### config.mk
export PLATFORM = sky130hd
export DESIGN_NAME = multi_width_reflected_crc
export DESIGN_NICKNAME = d
export VERILOG_FILES = /design/src/design/mwrc_pkg.sv /design/src/design/multi_width_reflected_crc.sv
export SDC_FILE = /design/constraint.sdc
export NUM_CORES = 1
export LEC_CHECK = 0
export CORE_AREA = 4 4 135 137
export CTS_CLUSTER_SIZE = 20
export DETAILED_ROUTE_END_ITERATION = 10
export DIE_AREA = 0 0 139 141
export DONT_BUFFER_PORTS = 1
export GPL_ROUTABILITY_DRIVEN = 0
export PLACE_DENSITY_LB_ADDON = 0.1
export SLEW_MARGIN = 20
export SYNTH_ARGS = -nofsm -noshare
export SYNTH_HDL_FRONTEND = slang
export SYNTH_SLANG_ARGS = --single-unit
### constraint.sdc
create_clock -name i_clk -period 7.3 [get_ports i_clk]
set_input_delay 0.365 -clock i_clk [delete_from_list [all_inputs] [get_ports i_clk]]
set_output_delay 0.365 -clock i_clk [all_outputs]
set_load 0.02 [all_outputs]
### src/design/mwrc_pkg.sv
// ----------------------------------------------------------------------------
// mwrc_pkg: multi-width reflected CRC definitions
// Width codes, polynomials, masks and the bytewise reflected update.
// ----------------------------------------------------------------------------
package mwrc_pkg;

    localparam int unsigned CrcW  = 64;
    localparam int unsigned ByteW = 8;

    typedef logic [CrcW-1:0]  t_crc;
    typedef logic [ByteW-1:0] t_byte;

    // width_select register codes
    typedef enum logic [1:0] {
        WIDTH_8  = 2'd0,
        WIDTH_16 = 2'd1,
        WIDTH_32 = 2'd2,
        WIDTH_64 = 2'd3
    } t_width_sel;

    localparam t_width_sel WidthReset = WIDTH_32;

    localparam t_crc CrcAllOnes = {CrcW{1'b1}};

    localparam t_crc Poly8  = 64'h0000_0000_0000_00E5;
    localparam t_crc Poly16 = 64'h0000_0000_0000_8408;
    localparam t_crc Poly32 = 64'h0000_0000_EDB8_8320;
    localparam t_crc Poly64 = 64'hC96C_5795_D787_0F42;

    localparam t_crc Mask8  = 64'h0000_0000_0000_00FF;
    localparam t_crc Mask16 = 64'h0000_0000_0000_FFFF;
    localparam t_crc Mask32 = 64'h0000_0000_FFFF_FFFF;
    localparam t_crc Mask64 = 64'hFFFF_FFFF_FFFF_FFFF;

    function automatic t_crc width_poly(input t_width_sel sel);
        t_crc poly;
        unique case (sel)
            WIDTH_8:  poly = Poly8;
            WIDTH_16: poly = Poly16;
            WIDTH_32: poly = Poly32;
            WIDTH_64: poly = Poly64;
            default:  poly = Poly32;
        endcase
        return poly;
    endfunction

    function automatic t_crc width_mask(input t_width_sel sel);
        t_crc mask;
        unique case (sel)
            WIDTH_8:  mask = Mask8;
            WIDTH_16: mask = Mask16;
            WIDTH_32: mask = Mask32;
            WIDTH_64: mask = Mask64;
            default:  mask = Mask32;
        endcase
        return mask;
    endfunction

    // Eight reflected shift steps, data bit 0 first.
    function automatic t_crc fold_byte(input t_crc crc_in, input t_byte data,
                                       input t_crc poly);
        t_crc crc;
        logic fb;
        crc = crc_in;
        for (int i = 0; i < ByteW; i++) begin
            fb  = crc[0] ^ data[i];
            crc = crc >> 1;
            if (fb) begin
                crc = crc ^ poly;
            end
        end
        return crc;
    endfunction

endpackage

### src/design/multi_width_reflected_crc.sv
// ----------------------------------------------------------------------------
// multi_width_reflected_crc: streaming reflected CRC, 8/16/32/64 bit
// Running LSB-first CRC over a byte stream with a selectable width.
// ----------------------------------------------------------------------------
// Usage:
//   Slave channel s_axis_* carries one message byte per transaction.
//   tdata[7:0] is the byte, tlast ends the message, tuser[0] marks the first
//   transaction of a message (load all ones first), tuser[1] says a byte is
//   present (low for an empty-message marker; tdata is then ignored).
//   Master channel m_axis_* carries one 64-bit result per message: the
//   complemented CRC masked to the selected width, upper bits zero.
//   i_cfg_wr_en / i_cfg_wr_data write width_select (0=8, 1=16, 2=32,
//   3=64 bit); change it only while the block is idle.
// Timing:
//   An input register and a result register frame the fold logic (eight
//   XOR shift steps). One transaction per cycle is accepted while no last
//   byte waits on a held result; a last transaction passes the input
//   register, then loads the result register once that register is free.
// Reset (synchronous, active low): both pipeline stages empty, CRC register
//   all ones, width_select = 32 bit.
// Stall: while the result register waits on m_axis_tready, non-last bytes
//   keep flowing into the CRC; a last byte holds in the input register, and
//   s_axis_tready drops only once that register is also held.
// ----------------------------------------------------------------------------
module multi_width_reflected_crc (
    input  logic        i_clk,
    input  logic        i_rst_n,
    // configuration: width_select
    input  logic        i_cfg_wr_en,
    input  logic [1:0]  i_cfg_wr_data,
    // slave channel
    input  logic        s_axis_tvalid,
    output logic        s_axis_tready,
    input  logic [7:0]  s_axis_tdata,   // [7:0] data_byte
    input  logic        s_axis_tlast,   // last_of_message
    input  logic [1:0]  s_axis_tuser,   // [0] first_of_message, [1] byte_present
    // master channel
    output logic        m_axis_tvalid,
    input  logic        m_axis_tready,
    output logic [63:0] m_axis_tdata    // [63:0] crc_value
);

    // configuration register
    mwrc_pkg::t_width_sel r_width;

    // input register stage
    logic               r_in_valid;
    mwrc_pkg::t_byte    r_in_data;
    logic               r_in_first;
    logic               r_in_last;
    logic               r_in_present;

    // running CRC and result register
    mwrc_pkg::t_crc     r_crc;
    logic               r_out_valid;
    mwrc_pkg::t_crc     r_out_crc;

    logic               out_free;
    logic               consume;
    logic               s_accept;
    mwrc_pkg::t_crc     mask;
    mwrc_pkg::t_crc     crc_start;
    mwrc_pkg::t_crc     n_crc;
    mwrc_pkg::t_crc     n_out_crc;

    // The result register can take a new value when empty or being drained.
    assign out_free = !r_out_valid || m_axis_tready;
    // Non-last items only touch the CRC; a last item also needs the result slot.
    assign consume  = r_in_valid && (!r_in_last || out_free);
    assign s_axis_tready = !r_in_valid || consume;
    assign s_accept = s_axis_tvalid && s_axis_tready;

    // Fold logic: load all ones on a first item, cut to the current width,
    // fold the byte when one is present, and form the complemented result.
    always_comb begin
        mask      = mwrc_pkg::width_mask(r_width);
        crc_start = r_in_first ? mwrc_pkg::CrcAllOnes : r_crc;
        if (r_in_present) begin
            n_crc = mwrc_pkg::fold_byte(crc_start & mask, r_in_data,
                                        mwrc_pkg::width_poly(r_width)) & mask;
        end else begin
            n_crc = crc_start;
        end
        n_out_crc = ~(n_crc & mask) & mask;
    end

    always_ff @(posedge i_clk) begin
        if (!i_rst_n) begin
            r_width <= mwrc_pkg::WidthReset;
        end else if (i_cfg_wr_en) begin
            r_width <= mwrc_pkg::t_width_sel'(i_cfg_wr_data);
        end
    end

    // Input register: load on accept, empty when consumed with nothing behind.
    always_ff @(posedge i_clk) begin
        if (!i_rst_n) begin
            r_in_valid <= 1'b0;
        end else if (s_axis_tready) begin
            r_in_valid <= s_axis_tvalid;
        end
    end

    always_ff @(posedge i_clk) begin
        if (s_accept) begin
            r_in_data    <= s_axis_tdata;
            r_in_first   <= s_axis_tuser[0];
            r_in_last    <= s_axis_tlast;
            r_in_present <= s_axis_tuser[1];
        end
    end

    // Running CRC: advance on every consumed item.
    always_ff @(posedge i_clk) begin
        if (!i_rst_n) begin
            r_crc <= mwrc_pkg::CrcAllOnes;
        end else if (consume) begin
            r_crc <= n_crc;
        end
    end

    // Result register: load on a consumed last item, drop when taken.
    always_ff @(posedge i_clk) begin
        if (!i_rst_n) begin
            r_out_valid <= 1'b0;
        end else if (consume && r_in_last) begin
            r_out_valid <= 1'b1;
        end else if (m_axis_tready) begin
            r_out_valid <= 1'b0;
        end
    end

    always_ff @(posedge i_clk) begin
        if (consume && r_in_last) begin
            r_out_crc <= n_out_crc;
        end
    end

    assign m_axis_tvalid = r_out_valid;
    assign m_axis_tdata  = r_out_crc;

endmodule

# [Word-level counts from Yosys, hierarchy flattened]
# Cells that the tools add are included.
[word_totals] regBits=143 input_bits=18 output_inout_bits=66 word_cells=67
[classes] eq_ne=3 n_mux=23 n_bitwise=21 reduce_logical=11
[op_table] op="two-way mux 64 bit" n=19
[op_table] op="case mux 64 bit (4 select lines)" n=2
[op_table] op="XOR 63 x 64 -> 64 bit" n=8
[op_table] op="bitwise AND 64 bit" n=4
[op_table] op="NOT 64 bit" n=1
[op_table] op="XOR 1 bit" n=8
[op_table] op="equality test 2 bit (second input constant)" n=2
[op_table] op="logical AND 1 bit" n=3
[op_table] op="logical NOT 1 bit" n=3
[op_table] op="logical OR 1 bit" n=3
[op_table] op="equality test 2 x 1 -> 1 bit (second input constant)" n=1
[op_table] op="logical NOT 2 bit" n=1
[op_table] op="two-way mux 1 bit" n=2
[op_table] op="nonzero test 2 bit" n=1

# [Longest topological paths before layout]
[logic_depth] depth_word=32 mapped_depth=19 ltp_nobuf=15

# [Least setup slack after synthesis]
# OpenSTA, ideal clock, no wires.
[synth_path] kind="register to register" from="register r_width[0]" to="register r_out_crc[24] (netlist: m_axis_tdata[24]) (data pin)" setup_ns=0.265 arrival_time_ns=4.223 required_time_ns=7.035 path_slack_ns=2.812 path_stages_with_launch=19 path_buffers=3 synth_period_minus_slack_ns=4.488 cell_sequence="dfxtp_1 inv_1 ha_1 clkbuf_1 and3_1 o211a_1 nor3_1 nor2_4 xnor3_1 a22o_1 a2111oi_2 a41oi_1 buf_2 a21oi_2 or2_1 buf_6 xnor3_1 a21oi_1 nor2_1"
[synth_between] elab_chain_cells=32
[synth_rtl] element="start: declaration" line="multi_width_reflected_crc.sv:44" source="mwrc_pkg::t_width_sel r_width;"
[synth_rtl] element="start signal: assignment" line="multi_width_reflected_crc.sv:89" source="r_width <= mwrc_pkg::WidthReset;"
[synth_rtl] element="start signal: assignment" line="multi_width_reflected_crc.sv:91" source="r_width <= mwrc_pkg::t_width_sel'(i_cfg_wr_data);"
[synth_rtl] element="equality test 2 bit, or another cell as far along" line="mwrc_pkg.sv:37, mwrc_pkg.sv:49"
[synth_rtl] element="case mux 64 bit (4 select lines), on equally long branches" line="mwrc_pkg.sv:49, mwrc_pkg.sv:37"
[synth_rtl] element="bitwise AND 64 bit / two-way mux 64 bit (equally long branches)" line="multi_width_reflected_crc.sv:79, multi_width_reflected_crc.sv:78"
[synth_rtl] element="XOR 63 x 64 -> 64 bit" line="mwrc_pkg.sv:69" source="crc = crc ^ poly;"
[synth_rtl] element="two-way mux 64 bit" line="mwrc_pkg.sv:68" source="if (fb) begin"
[synth_rtl] element="two-way mux 64 bit" line="multi_width_reflected_crc.sv:78" source="if (r_in_present) begin"
[synth_rtl] element="XOR 63 x 64 -> 64 bit / XOR 1 bit (equally long branches)" line="mwrc_pkg.sv:69, mwrc_pkg.sv:66"
[synth_rtl] element="two-way mux 64 bit" line="mwrc_pkg.sv:68"
[synth_rtl] element="[17 not listed]"
[synth_rtl] element="two-way mux 64 bit" line="mwrc_pkg.sv:68"
[synth_rtl] element="two-way mux 64 bit" line="multi_width_reflected_crc.sv:78"
[synth_rtl] element="bitwise AND 64 bit" line="multi_width_reflected_crc.sv:80" source="mwrc_pkg::width_poly(r_width)) & mask;"
[synth_rtl] element="two-way mux 64 bit" line="multi_width_reflected_crc.sv:78"
[synth_rtl] element="bitwise AND 64 bit" line="multi_width_reflected_crc.sv:84" source="n_out_crc = ~(n_crc & mask) & mask;"
[synth_rtl] element="NOT 64 bit" line="multi_width_reflected_crc.sv:84"
[synth_rtl] element="bitwise AND 64 bit *" line="multi_width_reflected_crc.sv:84"
[synth_rtl] element="named net n_out_crc[24]" line="multi_width_reflected_crc.sv:64" source="mwrc_pkg::t_crc n_out_crc;"
[synth_rtl] element="end signal: assignment" line="multi_width_reflected_crc.sv:135" source="r_out_crc <= n_out_crc;"
[synth_rtl] element="end: declaration" line="multi_width_reflected_crc.sv:56" source="mwrc_pkg::t_crc r_out_crc;"
# Mark *: on every way through the listed nets, which the timed path passes. The rest lies on a longest branch. The select of a mux whose other input is x is not followed.
# A chain may end at the register's enable or synchronous reset.

# [Worst setup path in the final report]
# Same ends and word-level chain as after synthesis.

==> summary.txt <==
Outcome
  • Status: finished, final reports clean

Setup path
  • CP Max Fanout: 40
  • Register-to-register setup slack: 1.38 ns
  • Setup CP Type: flip-flop to flip-flop
  • CP required: 7.46 ns
  • Crit. End Element: flip-flop
  • Arr. time, crit path: 6.07 ns
  • Startpoint Class: flip-flop

STA
  • # setup viols final: 0
  • Max Slew Vio Count: 0
  • Rel. slew slack: 0.249
  • Min setup slack post-route: 1.38 ns
  • Period utilization: 0.810
  • Clock skew: 0.0145 ns
  • Worst Tran Pin Value: 1.11 ns
  • Fin crit period: 5.92 ns
  • Max Clk Rate: 169 MHz
  • Setup TNS Final: 0 ns
  • Hold Vio Cnt, Final: 0
  • RSZ-0062 raised after global routing: no

GRT
  • GRT Total Usage: 0.358
  • Global route total overflow: 0
  • Antenna violations before repair: 0
  • Largest net degree at the start of global routing: 69
  • First-pass GRT wire length: 55100 um
  • Vias in the first global route: 9376

Power and ir drop
  • Switch Pwr: 0.00158 W
  • Internal Power: 0.00228 W
  • Sw frac: 0.409
  • LEAKAGE: 4.24 nW
  • Sequential share of power: 0.255
  • Combinational share of power: 0.500
  • Pwr Density: 325 mW/mm2
  • VDD IR-drop max: 0.201 mV
  • Clock power frac: 0.245
  • Tot Pwr: 0.00386 W

Route
  • Vias after detailed routing: 10400
  • WL/cell: 23.7 um
  • DR iter-0 viols: 1539
  • Vias per cell: 6.86
  • Post-route ant nets: 0
  • DRC viols: 0
  • Initial DRT Pass Iterations: 6
  • Total wire length: 35800 um

Yosys
  • Post-Syn Nets: 1341
  • Register area share after synthesis: 0.326
  • Fraction of registers with async set or reset after synthesis: 0
  • Cell count after synthesis: 1318
  • Most used DFF post-synth: edfxtp_1
  • Avg Cell Area, Syn: 8.40 um2
  • Synth warn: 0
  • Post-synth design cell area: 0.0111 mm2
  • Register bit total from synthesis: 143
  • EDFF count, synth: 75
  • Synth unique cells: 96

Placed design
  • Final HPWL DP: 23500 um
  • Placed Area: 0.0112 mm2
  • Dpl ws: 1.57 ns
  • PortBufs: 0

Floorplan
  • CORE AREA: 0.0171 mm2
  • Initial core utilization: 0.649
  • Rows: 48
  • Top-level I/O count: 84
  • Die width: 139 um
  • Chip height: 141 um
  • DIE AREA: 0.0196 mm2

Clock tree
  • CTS Buf Count: 17
  • CTS tree: done
  • Clk pin slew, worst setup/hold paths: 0.06 ns
  • Total clock sinks: 143
  • Post-CTS sizing: 0
  • Htree depth: 4
  • Clock latency on the worst-skew pair: 0.44 ns
  • Clock Tree Root: clkbuf_16
  • Clock buffer depth: 2

Final layout
  • Nets: 1294
  • N_diodes: 0
  • P&R area growth vs syn: 7.11%
  • Design Area, Final: 0.0119 mm2
  • Layout Utilization: 0.695
  • Share of layout cells above drive strength 1: 0.0880

Min path
  • Hold crit path type: primary input to flip-flop

Flow run
  • Max cap viols: 0
per-stage QoR:
stage | std cells | hold slack, ns
2_1_floorplan | 1318 | 0.437
3_3_place_gp | 1476 | 0.439
3_5_place_dp | 1476 | 0.444
4_1_cts | 1509 | 0.00171
5_1_grt | 1509 | 0.00978
6_report | 1509 | 0.0118
area by class of cell:
type                            instances  area (um2)
Clock inverter                         13         189
Timing Repair Buffer                   38         288
Inverter                               16        60.1
Fill cell                            1361        5190
Sequential cell                       143        3610
Clock buffer                           19         433
Tap cell                              225         282
Multi-Input combinational cell       1055        7000
synth_stat cells (4+ instances only):
library cell  instances  area (um2)
nor2_1              195         732
xnor2_1             155        1360
nand2_1             115         432
a21oi_1              86         430
o21ai_0              80         400
clkbuf_1             79         297
edfxtp_1             75        2250
dfxtp_1              68        1360
nor3_1               41         205
xor2_1               39         342
nand3_1              28         140
o211ai_1             25         188
o22ai_1              23         144
mux2i_1              22         220
xnor3_1              20         450
a211oi_1             13        97.6
inv_1                12        45.0
and2_1               11        68.8
buf_2                11        55.1
or3_1                11        68.8
o21ai_1              10        50.1
a31oi_1               9        56.3
buf_1                 9        33.8
and3_1                8        50.1
o21a_1                8        60.1
a211o_1               7        61.3
a21o_1                7        52.6
a22oi_1               7        52.6
o31ai_1               7        52.6
o22a_1                6        52.6
ha_1                  5        62.6
mux2_2                5        56.3
nand2b_1              5        31.3
o221ai_1              5        43.8
a221oi_1              4        35.0
buf_4                 4        30.0
nand4_1               4        25.0
nand4b_1              4        35.0
o211a_1               4        40.0
o31a_1                4        35.0
what timing repair did:
| action | CTS | global route |
|---|---|---|
| hold buffers | 1 | 0 |
| buffers inserted | 0 | 0 |
| hold endpoints to repair | 2 | 0 |
registers in the layout (all words and copies together) (netlist names):
signal and flops:
r_in_last 1, r_crc 64, m_axis_tvalid 1, r_in_present 1, r_width 2, r_in_data 8, r_in_first 1, m_axis_tdata 64
r_in_valid 1
cell usage in the layout (no fill, tap or decap), drive strengths merged, types with 12 or more instances in the layout:
cell type  instances
nor2             199
clkbuf            19
nand3             28
edfxtp            75
xnor2            158
o22ai             24
buf               37
o21ai             90
and2              12
xor2              41
inv               16
dfxtp             68
nor3              41
nand2            117
or3               12
a211oi            15
xnor3             20
a21oi             87
o211ai            25
mux2i             22
critical path, stage by stage (launching register included):
cell	delay, ns
dfxtp_1	0.41
ha_2	0.27
inv_1	0.05
buf_4	0.27
o31ai_1	0.54
nor3_1	0.13
xor3_2	0.65
nand2_1	0.15
xnor2_1	0.39
xor2_2	0.61
xnor3_1	0.56
a21oi_2	0.33
or2_1	0.53
xnor3_1	0.53
a21oi_1	0.15
nor2_1	0.05
final timing paths:
kind                 endpoint  startpoint  cells after the start
max          m_axis_tdata[24]  r_width[0]                     15
min                 r_crc[63]     i_rst_n                      1
max reg2reg  m_axis_tdata[24]  r_width[0]                     15
min reg2reg         r_crc[21]   r_crc[21]                      2
power groups by stage:
stage                     Sequential (W)  Combinational (W)  Clock [W]
final                           0.000984            0.00193   0.000943
after global routing            0.000989            0.00202   0.000987
after CTS                       0.000982            0.00186   0.000944
after detailed placement        0.000998            0.00184          0
after global placement          0.000997            0.00183          0
after floorplan                 0.000984            0.00142          0
logic make-up after synthesis:
kind of cell,share of synthesized area
AO/OA/AOI/OAI,0.206
XOR/XNOR,0.207
adder cells (fa/ha/maj),0.00565
buffers and inverters,0.0439
flip-flops,0.326
multiplexers,0.0260
AND/OR/NAND/NOR,0.186
layer usage:
metal	global-route usage	part of all wire	up-vias
li1	-	-	4601
met1	0.479	0.38	4779
met2	0.518	0.42	802
met3	0.110	0.14	174
met4	0.193	0.060	0
met5	0.00752	0	-
(Power assumes the default switching activity.)
